<file path="src/sv/sra_pkg.sv">
`timescale 1ns / 1ps
package sra_pkg;

  localparam int ADDR_W      = 32;
  localparam int BYTES_W     = 24;
  localparam int SEG_BYTES_W = 16;
  localparam int FIRST_W     = 5;
  localparam int COUNT_W     = 6;
  localparam int RUN_BYTES_W = 25;

  typedef enum logic [1:0] {
    MODE_ALLOC = 2'd0,
    MODE_FREE  = 2'd1,
    MODE_INIT  = 2'd2,
    MODE_RSVD  = 2'd3
  } mode_t;

  typedef enum logic [1:0] {
    STAT_OK       = 2'd0,
    STAT_NO_RUN   = 2'd1,
    STAT_BAD_ADDR = 2'd2,
    STAT_NOT_INIT = 2'd3
  } status_t;

  typedef enum logic [0:0] {
    CFG_BASE_ADDRESS  = 1'b0,
    CFG_SEGMENT_BYTES = 1'b1
  } cfg_idx_t;

  typedef enum logic [2:0] {
    ST_IDLE,
    ST_ALLOC_SCAN,
    ST_ALLOC_MARK,
    ST_FREE_FIND,
    ST_FREE_TAG,
    ST_FREE_REL,
    ST_DONE
  } state_t;

  typedef struct packed {
    logic clear;
    logic step;
    logic seg_used;
  } scan_ctrl_t;

  typedef struct packed {
    logic addr_hit;
    logic run_hit;
  } scan_stat_t;

endpackage

</file>
<file path="src/sv/sra_marker_ram.sv">
`timescale 1ns / 1ps
module sra_marker_ram #(
  parameter int DEPTH = 32,
  parameter int WIDTH = 16
) (
  input  logic                     clk,
  input  logic                     rst_n,
  input  logic                     we,
  input  logic [$clog2(DEPTH)-1:0] waddr,
  input  logic [WIDTH-1:0]         wdata,
  input  logic [$clog2(DEPTH)-1:0] raddr,
  output logic [WIDTH-1:0]         rdata
);

  logic [WIDTH-1:0] mem [DEPTH];
  logic [DEPTH-1:0] valid_r;
  logic [WIDTH-1:0] rd_data_r;
  logic             rd_valid_r;

  always_ff @(posedge clk) begin
    if (we) begin
      mem[waddr] <= wdata;
    end
    rd_data_r <= mem[raddr];
  end

  always_ff @(posedge clk) begin
    if (!rst_n) begin
      valid_r    <= '0;
      rd_valid_r <= 1'b0;
    end else begin
      if (we) begin
        valid_r[waddr] <= 1'b1;
      end
      rd_valid_r <= valid_r[raddr];
    end
  end

  assign rdata = rd_valid_r ? rd_data_r : '0;

endmodule

</file>
<file path="src/sv/sra_scan_unit.sv">
`timescale 1ns / 1ps
module sra_scan_unit #(
  parameter int SEGMENTS = 32
) (
  input  logic                                clk,
  input  sra_pkg::scan_ctrl_t                 ctrl,
  input  logic [sra_pkg::SEG_BYTES_W-1:0]     seg_size,
  input  logic [sra_pkg::ADDR_W-1:0]          base,
  input  logic [sra_pkg::BYTES_W-1:0]         req_bytes,
  input  logic [sra_pkg::ADDR_W-1:0]          req_addr,
  output sra_pkg::scan_stat_t                 stat,
  output logic [$clog2(SEGMENTS+1)-1:0]       run_nxt,
  output logic [sra_pkg::ADDR_W-1:0]          run_addr
);

  localparam int CNT_W = $clog2(SEGMENTS + 1);

  logic [sra_pkg::ADDR_W-1:0]      addr_r;
  logic [sra_pkg::ADDR_W-1:0]      start_addr_r;
  logic [CNT_W-1:0]                run_r;
  logic [sra_pkg::RUN_BYTES_W-1:0] rb_r;
  logic [sra_pkg::RUN_BYTES_W-1:0] rb_sum;

  assign rb_sum        = rb_r + sra_pkg::RUN_BYTES_W'(seg_size);
  assign stat.addr_hit = (addr_r == req_addr);
  assign stat.run_hit  = !ctrl.seg_used &&
                         (rb_sum > sra_pkg::RUN_BYTES_W'(req_bytes));
  assign run_nxt       = ctrl.seg_used ? '0 : run_r + CNT_W'(1);
  assign run_addr      = (run_r == '0) ? addr_r : start_addr_r;

  always_ff @(posedge clk) begin
    if (ctrl.clear) begin
      addr_r       <= base;
      start_addr_r <= base;
      run_r        <= '0;
      rb_r         <= '0;
    end else if (ctrl.step) begin
      addr_r       <= addr_r + sra_pkg::ADDR_W'(seg_size);
      start_addr_r <= run_addr;
      run_r        <= run_nxt;
      rb_r         <= ctrl.seg_used ? '0 : rb_sum;
    end
  end

endmodule

</file>
<file path="src/sv/segment_run_allocator.sv">
`timescale 1ns / 1ps
// Channel   Ports                       Payload (low bit first)
// in        in_tvalid/in_tready         tdata: byte_count, address; tuser: mode
// out       out_tvalid/out_tready       tdata: block_address, first_segment,
//                                        segment_count; tuser: status
// cfg       cfg_valid/cfg_ready         cfg_index, cfg_data
//
// Init, unused mode and not-initialized requests pass through done to the output.
// Allocate: scans up to SEGMENTS segments, marks the granted ones, then done.
// Free: searches up to SEGMENTS segments, releases the tagged run, then done.
// The scan adder walks one segment per cycle; in_tready is high only when idle.
// Reset clears flags and the initialized flag, marker counter to 1; markers read 0.
// A waiting result is held in the output register while the next transfer is taken.
module segment_run_allocator #(
  parameter int SEGMENTS          = 32,
  parameter int MARKER_BITS       = 16,
  parameter int MIN_SEGMENT_BYTES = 16
) (
  input  logic        clk,
  input  logic        rst_n,
  input  logic        in_tvalid,
  output logic        in_tready,
  input  logic [55:0] in_tdata,   // byte_count[23:0], address[55:24]
  input  logic [1:0]  in_tuser,   // mode[1:0]
  output logic        out_tvalid,
  input  logic        out_tready,
  output logic [47:0] out_tdata,  // block_address[31:0], first_segment[36:32],
                                  // segment_count[42:37], zero[47:43]
  output logic [1:0]  out_tuser,  // status[1:0]
  input  logic        cfg_valid,
  output logic        cfg_ready,
  input  logic [0:0]  cfg_index,
  input  logic [31:0] cfg_data
);

  localparam int IDX_W = $clog2(SEGMENTS);
  localparam int CNT_W = $clog2(SEGMENTS + 1);
  localparam logic [IDX_W-1:0] LAST = IDX_W'(SEGMENTS - 1);

  sra_pkg::state_t  state_r, state_nxt;
  sra_pkg::status_t res_status_r, res_status_nxt;
  sra_pkg::status_t out_status_r, out_status_nxt;

  logic [IDX_W-1:0]       idx_r, idx_nxt;
  logic [IDX_W-1:0]       k_r, k_nxt;
  logic [IDX_W-1:0]       first_r, first_nxt;
  logic [CNT_W-1:0]       cnt_r, cnt_nxt;
  logic [MARKER_BITS-1:0] tag_r, tag_nxt;
  logic [MARKER_BITS-1:0] next_marker_r, next_marker_nxt;
  logic [MARKER_BITS-1:0] marker_inc;
  logic [SEGMENTS-1:0]    used_r, used_nxt;
  logic                   ready_r, ready_nxt;
  logic                   out_valid_r, out_valid_nxt;

  logic [31:0] res_addr_r, res_addr_nxt;
  logic [31:0] out_addr_r, out_addr_nxt;
  logic [4:0]  out_first_r, out_first_nxt;
  logic [5:0]  out_count_r, out_count_nxt;
  logic [23:0] req_bytes_r, req_bytes_nxt;
  logic [31:0] req_addr_r, req_addr_nxt;
  logic [31:0] base_r;
  logic [15:0] seg_bytes_r;
  logic [15:0] seg_size;

  logic [CNT_W-1:0] start_w;
  logic [31:0]      first_ext;
  logic [31:0]      cnt_ext;

  sra_pkg::scan_ctrl_t scan_ctrl;
  sra_pkg::scan_stat_t scan_stat;
  logic [CNT_W-1:0]    run_nxt;
  logic [31:0]         run_addr;

  logic                   ram_we;
  logic [IDX_W-1:0]       ram_raddr;
  logic [MARKER_BITS-1:0] ram_rdata;

  assign seg_size   = (seg_bytes_r == '0) ? 16'd1 : seg_bytes_r;
  assign in_tready  = (state_r == sra_pkg::ST_IDLE);
  assign cfg_ready  = 1'b1;
  assign out_tvalid = out_valid_r;
  assign out_tuser  = out_status_r;
  assign out_tdata  = {5'd0, out_count_r, out_first_r, out_addr_r};
  assign marker_inc = next_marker_r + MARKER_BITS'(1);
  assign start_w    = CNT_W'(idx_r) + CNT_W'(1) - run_nxt;
  assign first_ext  = 32'(first_r);
  assign cnt_ext    = 32'(cnt_r);
  assign ram_raddr  = (state_r == sra_pkg::ST_FREE_FIND) ? idx_r : k_r + IDX_W'(1);

  sra_scan_unit #(
    .SEGMENTS (SEGMENTS)
  ) u_scan (
    .clk       (clk),
    .ctrl      (scan_ctrl),
    .seg_size  (seg_size),
    .base      (base_r),
    .req_bytes (req_bytes_r),
    .req_addr  (req_addr_r),
    .stat      (scan_stat),
    .run_nxt   (run_nxt),
    .run_addr  (run_addr)
  );

  sra_marker_ram #(
    .DEPTH (SEGMENTS),
    .WIDTH (MARKER_BITS)
  ) u_markers (
    .clk   (clk),
    .rst_n (rst_n),
    .we    (ram_we),
    .waddr (k_r),
    .wdata (next_marker_r),
    .raddr (ram_raddr),
    .rdata (ram_rdata)
  );

  always_comb begin
    state_nxt          = state_r;
    res_status_nxt     = res_status_r;
    out_status_nxt     = out_status_r;
    idx_nxt            = idx_r;
    k_nxt              = k_r;
    first_nxt          = first_r;
    cnt_nxt            = cnt_r;
    tag_nxt            = tag_r;
    next_marker_nxt    = next_marker_r;
    used_nxt           = used_r;
    ready_nxt          = ready_r;
    out_valid_nxt      = out_valid_r;
    res_addr_nxt       = res_addr_r;
    out_addr_nxt       = out_addr_r;
    out_first_nxt      = out_first_r;
    out_count_nxt      = out_count_r;
    req_bytes_nxt      = req_bytes_r;
    req_addr_nxt       = req_addr_r;
    scan_ctrl.clear    = 1'b0;
    scan_ctrl.step     = 1'b0;
    scan_ctrl.seg_used = used_r[idx_r];
    ram_we             = 1'b0;

    if (out_valid_r && out_tready) begin
      out_valid_nxt = 1'b0;
    end

    unique case (state_r)
      sra_pkg::ST_IDLE: begin
        if (in_tvalid) begin
          req_bytes_nxt   = in_tdata[23:0];
          req_addr_nxt    = in_tdata[55:24];
          idx_nxt         = '0;
          first_nxt       = '0;
          cnt_nxt         = '0;
          res_addr_nxt    = '0;
          res_status_nxt  = sra_pkg::STAT_OK;
          scan_ctrl.clear = 1'b1;
          state_nxt       = sra_pkg::ST_DONE;
          unique case (sra_pkg::mode_t'(in_tuser))
            sra_pkg::MODE_INIT: begin
              used_nxt        = '0;
              next_marker_nxt = MARKER_BITS'(1);
              ready_nxt       = 1'b1;
            end
            sra_pkg::MODE_RSVD: begin
            end
            sra_pkg::MODE_ALLOC: begin
              if (!ready_r) begin
                res_status_nxt = sra_pkg::STAT_NOT_INIT;
              end else begin
                state_nxt = sra_pkg::ST_ALLOC_SCAN;
              end
            end
            sra_pkg::MODE_FREE: begin
              if (!ready_r) begin
                res_status_nxt = sra_pkg::STAT_NOT_INIT;
              end else begin
                state_nxt = sra_pkg::ST_FREE_FIND;
              end
            end
            default: begin
            end
          endcase
        end
      end
      sra_pkg::ST_ALLOC_SCAN: begin
        scan_ctrl.step = 1'b1;
        priority if (scan_stat.run_hit) begin
          k_nxt        = start_w[IDX_W-1:0];
          first_nxt    = start_w[IDX_W-1:0];
          cnt_nxt      = run_nxt;
          res_addr_nxt = run_addr;
          state_nxt    = sra_pkg::ST_ALLOC_MARK;
        end else if (idx_r == LAST) begin
          res_status_nxt = sra_pkg::STAT_NO_RUN;
          state_nxt      = sra_pkg::ST_DONE;
        end else begin
          idx_nxt = idx_r + IDX_W'(1);
        end
      end
      sra_pkg::ST_ALLOC_MARK: begin
        ram_we        = 1'b1;
        used_nxt[k_r] = 1'b1;
        if (k_r == idx_r) begin
          next_marker_nxt = (marker_inc == '0) ? MARKER_BITS'(1) : marker_inc;
          state_nxt       = sra_pkg::ST_DONE;
        end else begin
          k_nxt = k_r + IDX_W'(1);
        end
      end
      sra_pkg::ST_FREE_FIND: begin
        scan_ctrl.step = 1'b1;
        priority if (scan_stat.addr_hit) begin
          k_nxt        = idx_r;
          first_nxt    = idx_r;
          res_addr_nxt = req_addr_r;
          state_nxt    = sra_pkg::ST_FREE_TAG;
        end else if (idx_r == LAST) begin
          res_status_nxt = sra_pkg::STAT_BAD_ADDR;
          state_nxt      = sra_pkg::ST_DONE;
        end else begin
          idx_nxt = idx_r + IDX_W'(1);
        end
      end
      sra_pkg::ST_FREE_TAG: begin
        tag_nxt       = ram_rdata;
        used_nxt[k_r] = 1'b0;
        cnt_nxt       = CNT_W'(1);
        if (k_r == LAST) begin
          state_nxt = sra_pkg::ST_DONE;
        end else begin
          k_nxt     = k_r + IDX_W'(1);
          state_nxt = sra_pkg::ST_FREE_REL;
        end
      end
      sra_pkg::ST_FREE_REL: begin
        if (ram_rdata == tag_r) begin
          used_nxt[k_r] = 1'b0;
          cnt_nxt       = cnt_r + CNT_W'(1);
          if (k_r == LAST) begin
            state_nxt = sra_pkg::ST_DONE;
          end else begin
            k_nxt = k_r + IDX_W'(1);
          end
        end else begin
          state_nxt = sra_pkg::ST_DONE;
        end
      end
      sra_pkg::ST_DONE: begin
        if (!out_valid_r || out_tready) begin
          out_valid_nxt  = 1'b1;
          out_status_nxt = res_status_r;
          out_addr_nxt   = res_addr_r;
          out_first_nxt  = first_ext[4:0];
          out_count_nxt  = cnt_ext[5:0];
          state_nxt      = sra_pkg::ST_IDLE;
        end
      end
      default: begin
        state_nxt = sra_pkg::ST_IDLE;
      end
    endcase
  end

  always_ff @(posedge clk) begin
    if (!rst_n) begin
      state_r       <= sra_pkg::ST_IDLE;
      used_r        <= '0;
      next_marker_r <= MARKER_BITS'(1);
      ready_r       <= 1'b0;
      out_valid_r   <= 1'b0;
      base_r        <= '0;
      seg_bytes_r   <= 16'(MIN_SEGMENT_BYTES);
    end else begin
      state_r       <= state_nxt;
      used_r        <= used_nxt;
      next_marker_r <= next_marker_nxt;
      ready_r       <= ready_nxt;
      out_valid_r   <= out_valid_nxt;
      if (cfg_valid) begin
        unique case (sra_pkg::cfg_idx_t'(cfg_index))
          sra_pkg::CFG_BASE_ADDRESS:  base_r      <= cfg_data;
          sra_pkg::CFG_SEGMENT_BYTES: seg_bytes_r <= cfg_data[15:0];
          default: begin
          end
        endcase
      end
    end
  end

  always_ff @(posedge clk) begin
    res_status_r <= res_status_nxt;
    out_status_r <= out_status_nxt;
    idx_r        <= idx_nxt;
    k_r          <= k_nxt;
    first_r      <= first_nxt;
    cnt_r        <= cnt_nxt;
    tag_r        <= tag_nxt;
    res_addr_r   <= res_addr_nxt;
    out_addr_r   <= out_addr_nxt;
    out_first_r  <= out_first_nxt;
    out_count_r  <= out_count_nxt;
    req_bytes_r  <= req_bytes_nxt;
    req_addr_r   <= req_addr_nxt;
  end

  a_busy_after_accept: assert property (@(posedge clk) disable iff (!rst_n)
    in_tvalid && in_tready |=> state_r != sra_pkg::ST_IDLE)
    else $error("block idle right after an input transfer");

  a_mark_free_only: assert property (@(posedge clk) disable iff (!rst_n)
    state_r == sra_pkg::ST_ALLOC_MARK |-> !used_r[k_r])
    else $error("allocation marks a segment that is already used");

  a_marker_nonzero: assert property (@(posedge clk) disable iff (!rst_n)
    next_marker_r != '0)
    else $error("marker counter reached zero");

  a_fail_zero_addr: assert property (@(posedge clk) disable iff (!rst_n)
    out_tvalid && out_tuser != sra_pkg::STAT_OK |-> out_tdata[31:0] == '0)
    else $error("failed request carries a nonzero address");

endmodule
</file>
<file path="config.mk">
export PLATFORM = sky130hd
export DESIGN_NAME = segment_run_allocator
export DESIGN_NICKNAME = d
export VERILOG_FILES = /design/src/sv/sra_pkg.sv /design/src/sv/sra_marker_ram.sv /design/src/sv/sra_scan_unit.sv /design/src/sv/segment_run_allocator.sv
export SDC_FILE = /design/constraint.sdc
export NUM_CORES = 1
export LEC_CHECK = 0
export ABC_AREA = 0
export BUFFER_PORTS_ARGS = -buffer_cell sky130_fd_sc_hd__buf_2
export CORE_ASPECT_RATIO = 1.25
export CORE_MARGIN = 2
export CORE_UTILIZATION = 50
export CTS_CLUSTER_SIZE = 25
export DETAILED_ROUTE_END_ITERATION = 12
export PLACE_DENSITY = 0.67
export SETUP_SLACK_MARGIN = 0.2
export SYNTH_ARGS = -nofsm -noshare
export SYNTH_HDL_FRONTEND = slang
export SYNTH_SLANG_ARGS = --single-unit
export TNS_END_PERCENT = 5
</file>
<file path="constraint.sdc">
create_clock -name clk -period 15.9 [get_ports clk]
set_input_delay 3.18 -clock clk [delete_from_list [all_inputs] [get_ports clk]]
set_output_delay 3.18 -clock clk [all_outputs]
set_load 0.02 [all_outputs]
</file>
==> run_results.csv <==
group,metric,value,unit
logic_synthesis,synth_flop_cell,"edfxtp_1",
logic_synthesis,synth_edf_count,748,
critical_path,crit_fanout,14,
clocking,path_clk_slew,60,ps
critical_path,end_kind,"flip-flop",
clocking,clock-sinks,929,
cells_and_area,nFillCells,6849,
die,fp.coreArea,82500,um2
logic_synthesis,synth.top_cell.area_share,54.2,%
logic_synthesis,syn_inst,3530,
grt,grt_pass1_wl,161000,um
cells_and_area,syn2layout_area_growth,11.5,%
cells_and_area,seqCellArea,26100,um2
pwr,p_per_area,189,nW/um2
route,post_drt_wl_per_cell,22.4,um
grt,antenna_found_initial,2,
grt,overflow,0,
grt,grt_pass1_vias,27200,
clocking,clk_latency,660,ps
clocking,clk_path_buf_depth,3,
sta,setup_viol,0,
clocking,cts_setup_buffers,0,
placement,preCtsSetupSlack,9620,ps
grt,grt_usage,24.9,%
hold_path,hold_path.class,"flip-flop to flip-flop",
clocking,htreeDepth,3,
placement,hpwl,65000,um
cells_and_area,multi_input_area,14300,um2
sta,maxSlewHeadroom,28.8,%
logic_synthesis,yosysWarnings,0,
logic_synthesis,synth_area_leaders,"edfxtp_1, dfxtp_1, nand2_1",
clocking,cts-buffers-inserted,89,
critical_path,crit_type,"flip-flop to flip-flop",
placement,io_buffers,142,
route,vias,28100,
pwr,peakVddDrop,0.000280,V
sta,finalMaxSlewViolations,0,
sta,setup-tns-final,0,ps
die,row_count,118,
pwr,total_power,8740,uW
route,wirelength,106000,um
cells_and_area,drive_above_1_share,12.6,%
logic_synthesis,syn_area,41400,um2
flow_run,max_cap_violations,0,
clocking,ctsHoldBuffers,0,
die,start_util,50.2,%
route,first_pass_iters,5,
logic_synthesis,synth.ff_latch_count,929,
sta,clock.fmax,0.158,GHz
route,avgViaCountPerCell,5.93,
sta,finalWorstSetupSlack,9570,ps
cells_and_area,postLayoutCoreUtil,56.0,%
placement,globalplace.congestion,0.882,
critical_path,rrSetupSlack,9570,ps
sta,rsz0062_at_grt,"no",
critical_path,required,16180,ps
logic_synthesis,synthArstFlopShare,0,%
clocking,cts_tree,"yes",
logic_synthesis,synth_top_area_cell,"edfxtp_1",
sta,final.period_utilization,39.8,%
die,die_y,326,um
logic_synthesis,yosysSeqAreaShare,62.9,%
pwr,power_leakage,0.0163,uW
route,drtIter0Drc,2431,
run_status,status,"finished clean",
route,drcViolationCount,0,
critical_path,crit_path_start_kind,"flip-flop",
logic_synthesis,syn-mean-instance-area,11.7,um2
critical_path,arrival,6610,ps
clocking,cts-root-buf,"clkbuf_16",
grt,grt_max_degree,177,
sta,hold_viol,0,
sta,skew,21.1,ps
die,fp.dieW,262,um
die,ios,149,
route,ant_nets,0,
die,dieArea,85200,um2
cells_and_area,fin_nets,3749,
clocking,ctsResizeCount,0,
sta,tightest_slew,1070,ps
logic_synthesis,synth_cell_types,95,
sta,period_minus_slack,6330,ps
cells in the mapped netlist (all sizes together), types with 9 or more instances:
cell,number
a311oi,87
xor2,40
a21o,37
a211oi,158
a31oi,100
o21ai,99
o21a,24
nor4,13
nor3,68
nand3,30
buf,89
a21boi,12
mux2i,84
nand2b,18
or2,21
edfxtp,748
a21oi,221
inv,47
and2,141
clkbuf,164
dfxtp,181
o22ai,16
nor2,296
nand3b,13
maj3,10
nor2b,16
or4,14
nand4,25
nand2,474
a22oi,10
a22o,17
mux4,9
xnor2,81
and3,14
o31ai,15
ha,61
metrics by stage:
stage                     cells  hold slack, ps  area (um2)
after floorplan            3534             400       41500
after global placement     4578             407       43300
after detailed placement   4578             405       43300
after CTS                  4744             421       46200
after global routing       4744             433       46200
final                      4746             420       46200
where the power goes:
| group | leakage (uW) | internal, uW | switching (uW) | total (uW) |
|---|---|---|---|---|
| Combinational | 0.00641 | 1040 | 2270 | 3310 |
| Sequential | 0.00840 | 3030 | 261 | 3290 |
| Clock | 0.00144 | 1230 | 912 | 2140 |
| Total | 0.0163 | 5300 | 3440 | 8740 |
kinds of logic (layout without fill, tap and decap cells):
group,Yosys count,count (layout),share of synthesized area [%]
AOI/OAI and AO/OA,843,843,13.6
xor gates and xnor gates,121,121,2.57
adders and majority gates,74,74,2.23
buffers and inverters,303,433,3.10
DFF,929,929,62.9
muxes,96,96,2.61
other,2,8,0.0181
and+or+nand+nor,1162,1162,12.9
cell usage in the layout, fill, tap and decap left out, types with 80 or more instances in the layout:
cell type | Yosys | routed
clkbuf_16 | 0 | 91
o21ai_0 | 93 | 90
mux2i_1 | 83 | 82
a311oi_1 | 86 | 86
buf_2 | 51 | 142
a31oi_1 | 100 | 100
edfxtp_1 | 748 | 748
xnor2_1 | 81 | 81
and2_1 | 81 | 80
a21oi_1 | 221 | 220
nor2_1 | 295 | 294
a211oi_1 | 158 | 158
nand2_1 | 471 | 468
dfxtp_1 | 181 | 179
final cells by class:
type / count / area share (%)
Sequential cell: 929 / 56.4
Multi-Input combinational cell: 2302 / 31.0
Clock buffer: 120 / 5.36
Tap cell: 1080 / 2.92
Timing Repair Buffer: 217 / 2.81
Clock inverter: 46 / 1.03
Inverter: 50 / 0.411
Antenna cell: 2 / 0.0108
metal layers:
layer  track usage (%)  share of wire [%]  vias to the layer above  wire, um
li1                  -                  -                    13200         -
met1              31.6                 40                    13800     42300
met2              43.2                 51                      942     53800
met3              3.09                6.0                      188      6370
met4              9.89                3.7                        0      3990
met5                 0                  0                        -         0
sequential cells by signal, indices dropped and copies added, names as in the netlist, 16 cells and up:
signal               count
res_addr_r              32
u_markers.rd_data_r     16
u_scan.addr_r           32
seg_bytes_r             16
out_addr_r              32
used_r                  32
u_markers.mem          512
u_scan.start_addr_r     32
u_markers.valid_r       32
u_scan.rb_r             25
tag_r                   16
next_marker_r           16
req_bytes_r             24
req_addr_r              32
base_r                  32
critical path: stages (launching register included):
cell,delay [ps]
dfxtp_1,670
nor4_1,130
a41o_1,290
ha_1,220
fa_1,420
maj3_1,380
o21ai_2,90
a22oi_2,100
maj3_2,340
a2111oi_2,360
nor3_1,180
xor2_1,190
ha_1,330
and4_1,210
nand4_1,130
or4_1,540
mux2i_1,150
a21oi_1,70
a21oi_1,420
nor2_1,150
nor3_1,570
final timing paths:
path | startpoint | cells after the start | end
hold / removal | res_addr_r[14]$_DFFE_PP_ | 0 | out_addr_r[14]$_DFFE_PP_
setup / recovery | seg_bytes_r[10]$_SDFFE_PN0P_ | 20 | idx_r[3]$_SDFFCE_PN0P_
setup reg to reg | seg_bytes_r[10]$_SDFFE_PN0P_ | 20 | idx_r[3]$_SDFFCE_PN0P_
hold reg to reg | res_addr_r[14]$_DFFE_PP_ | 0 | out_addr_r[14]$_DFFE_PP_
Power figures use the tool's default switching activity.
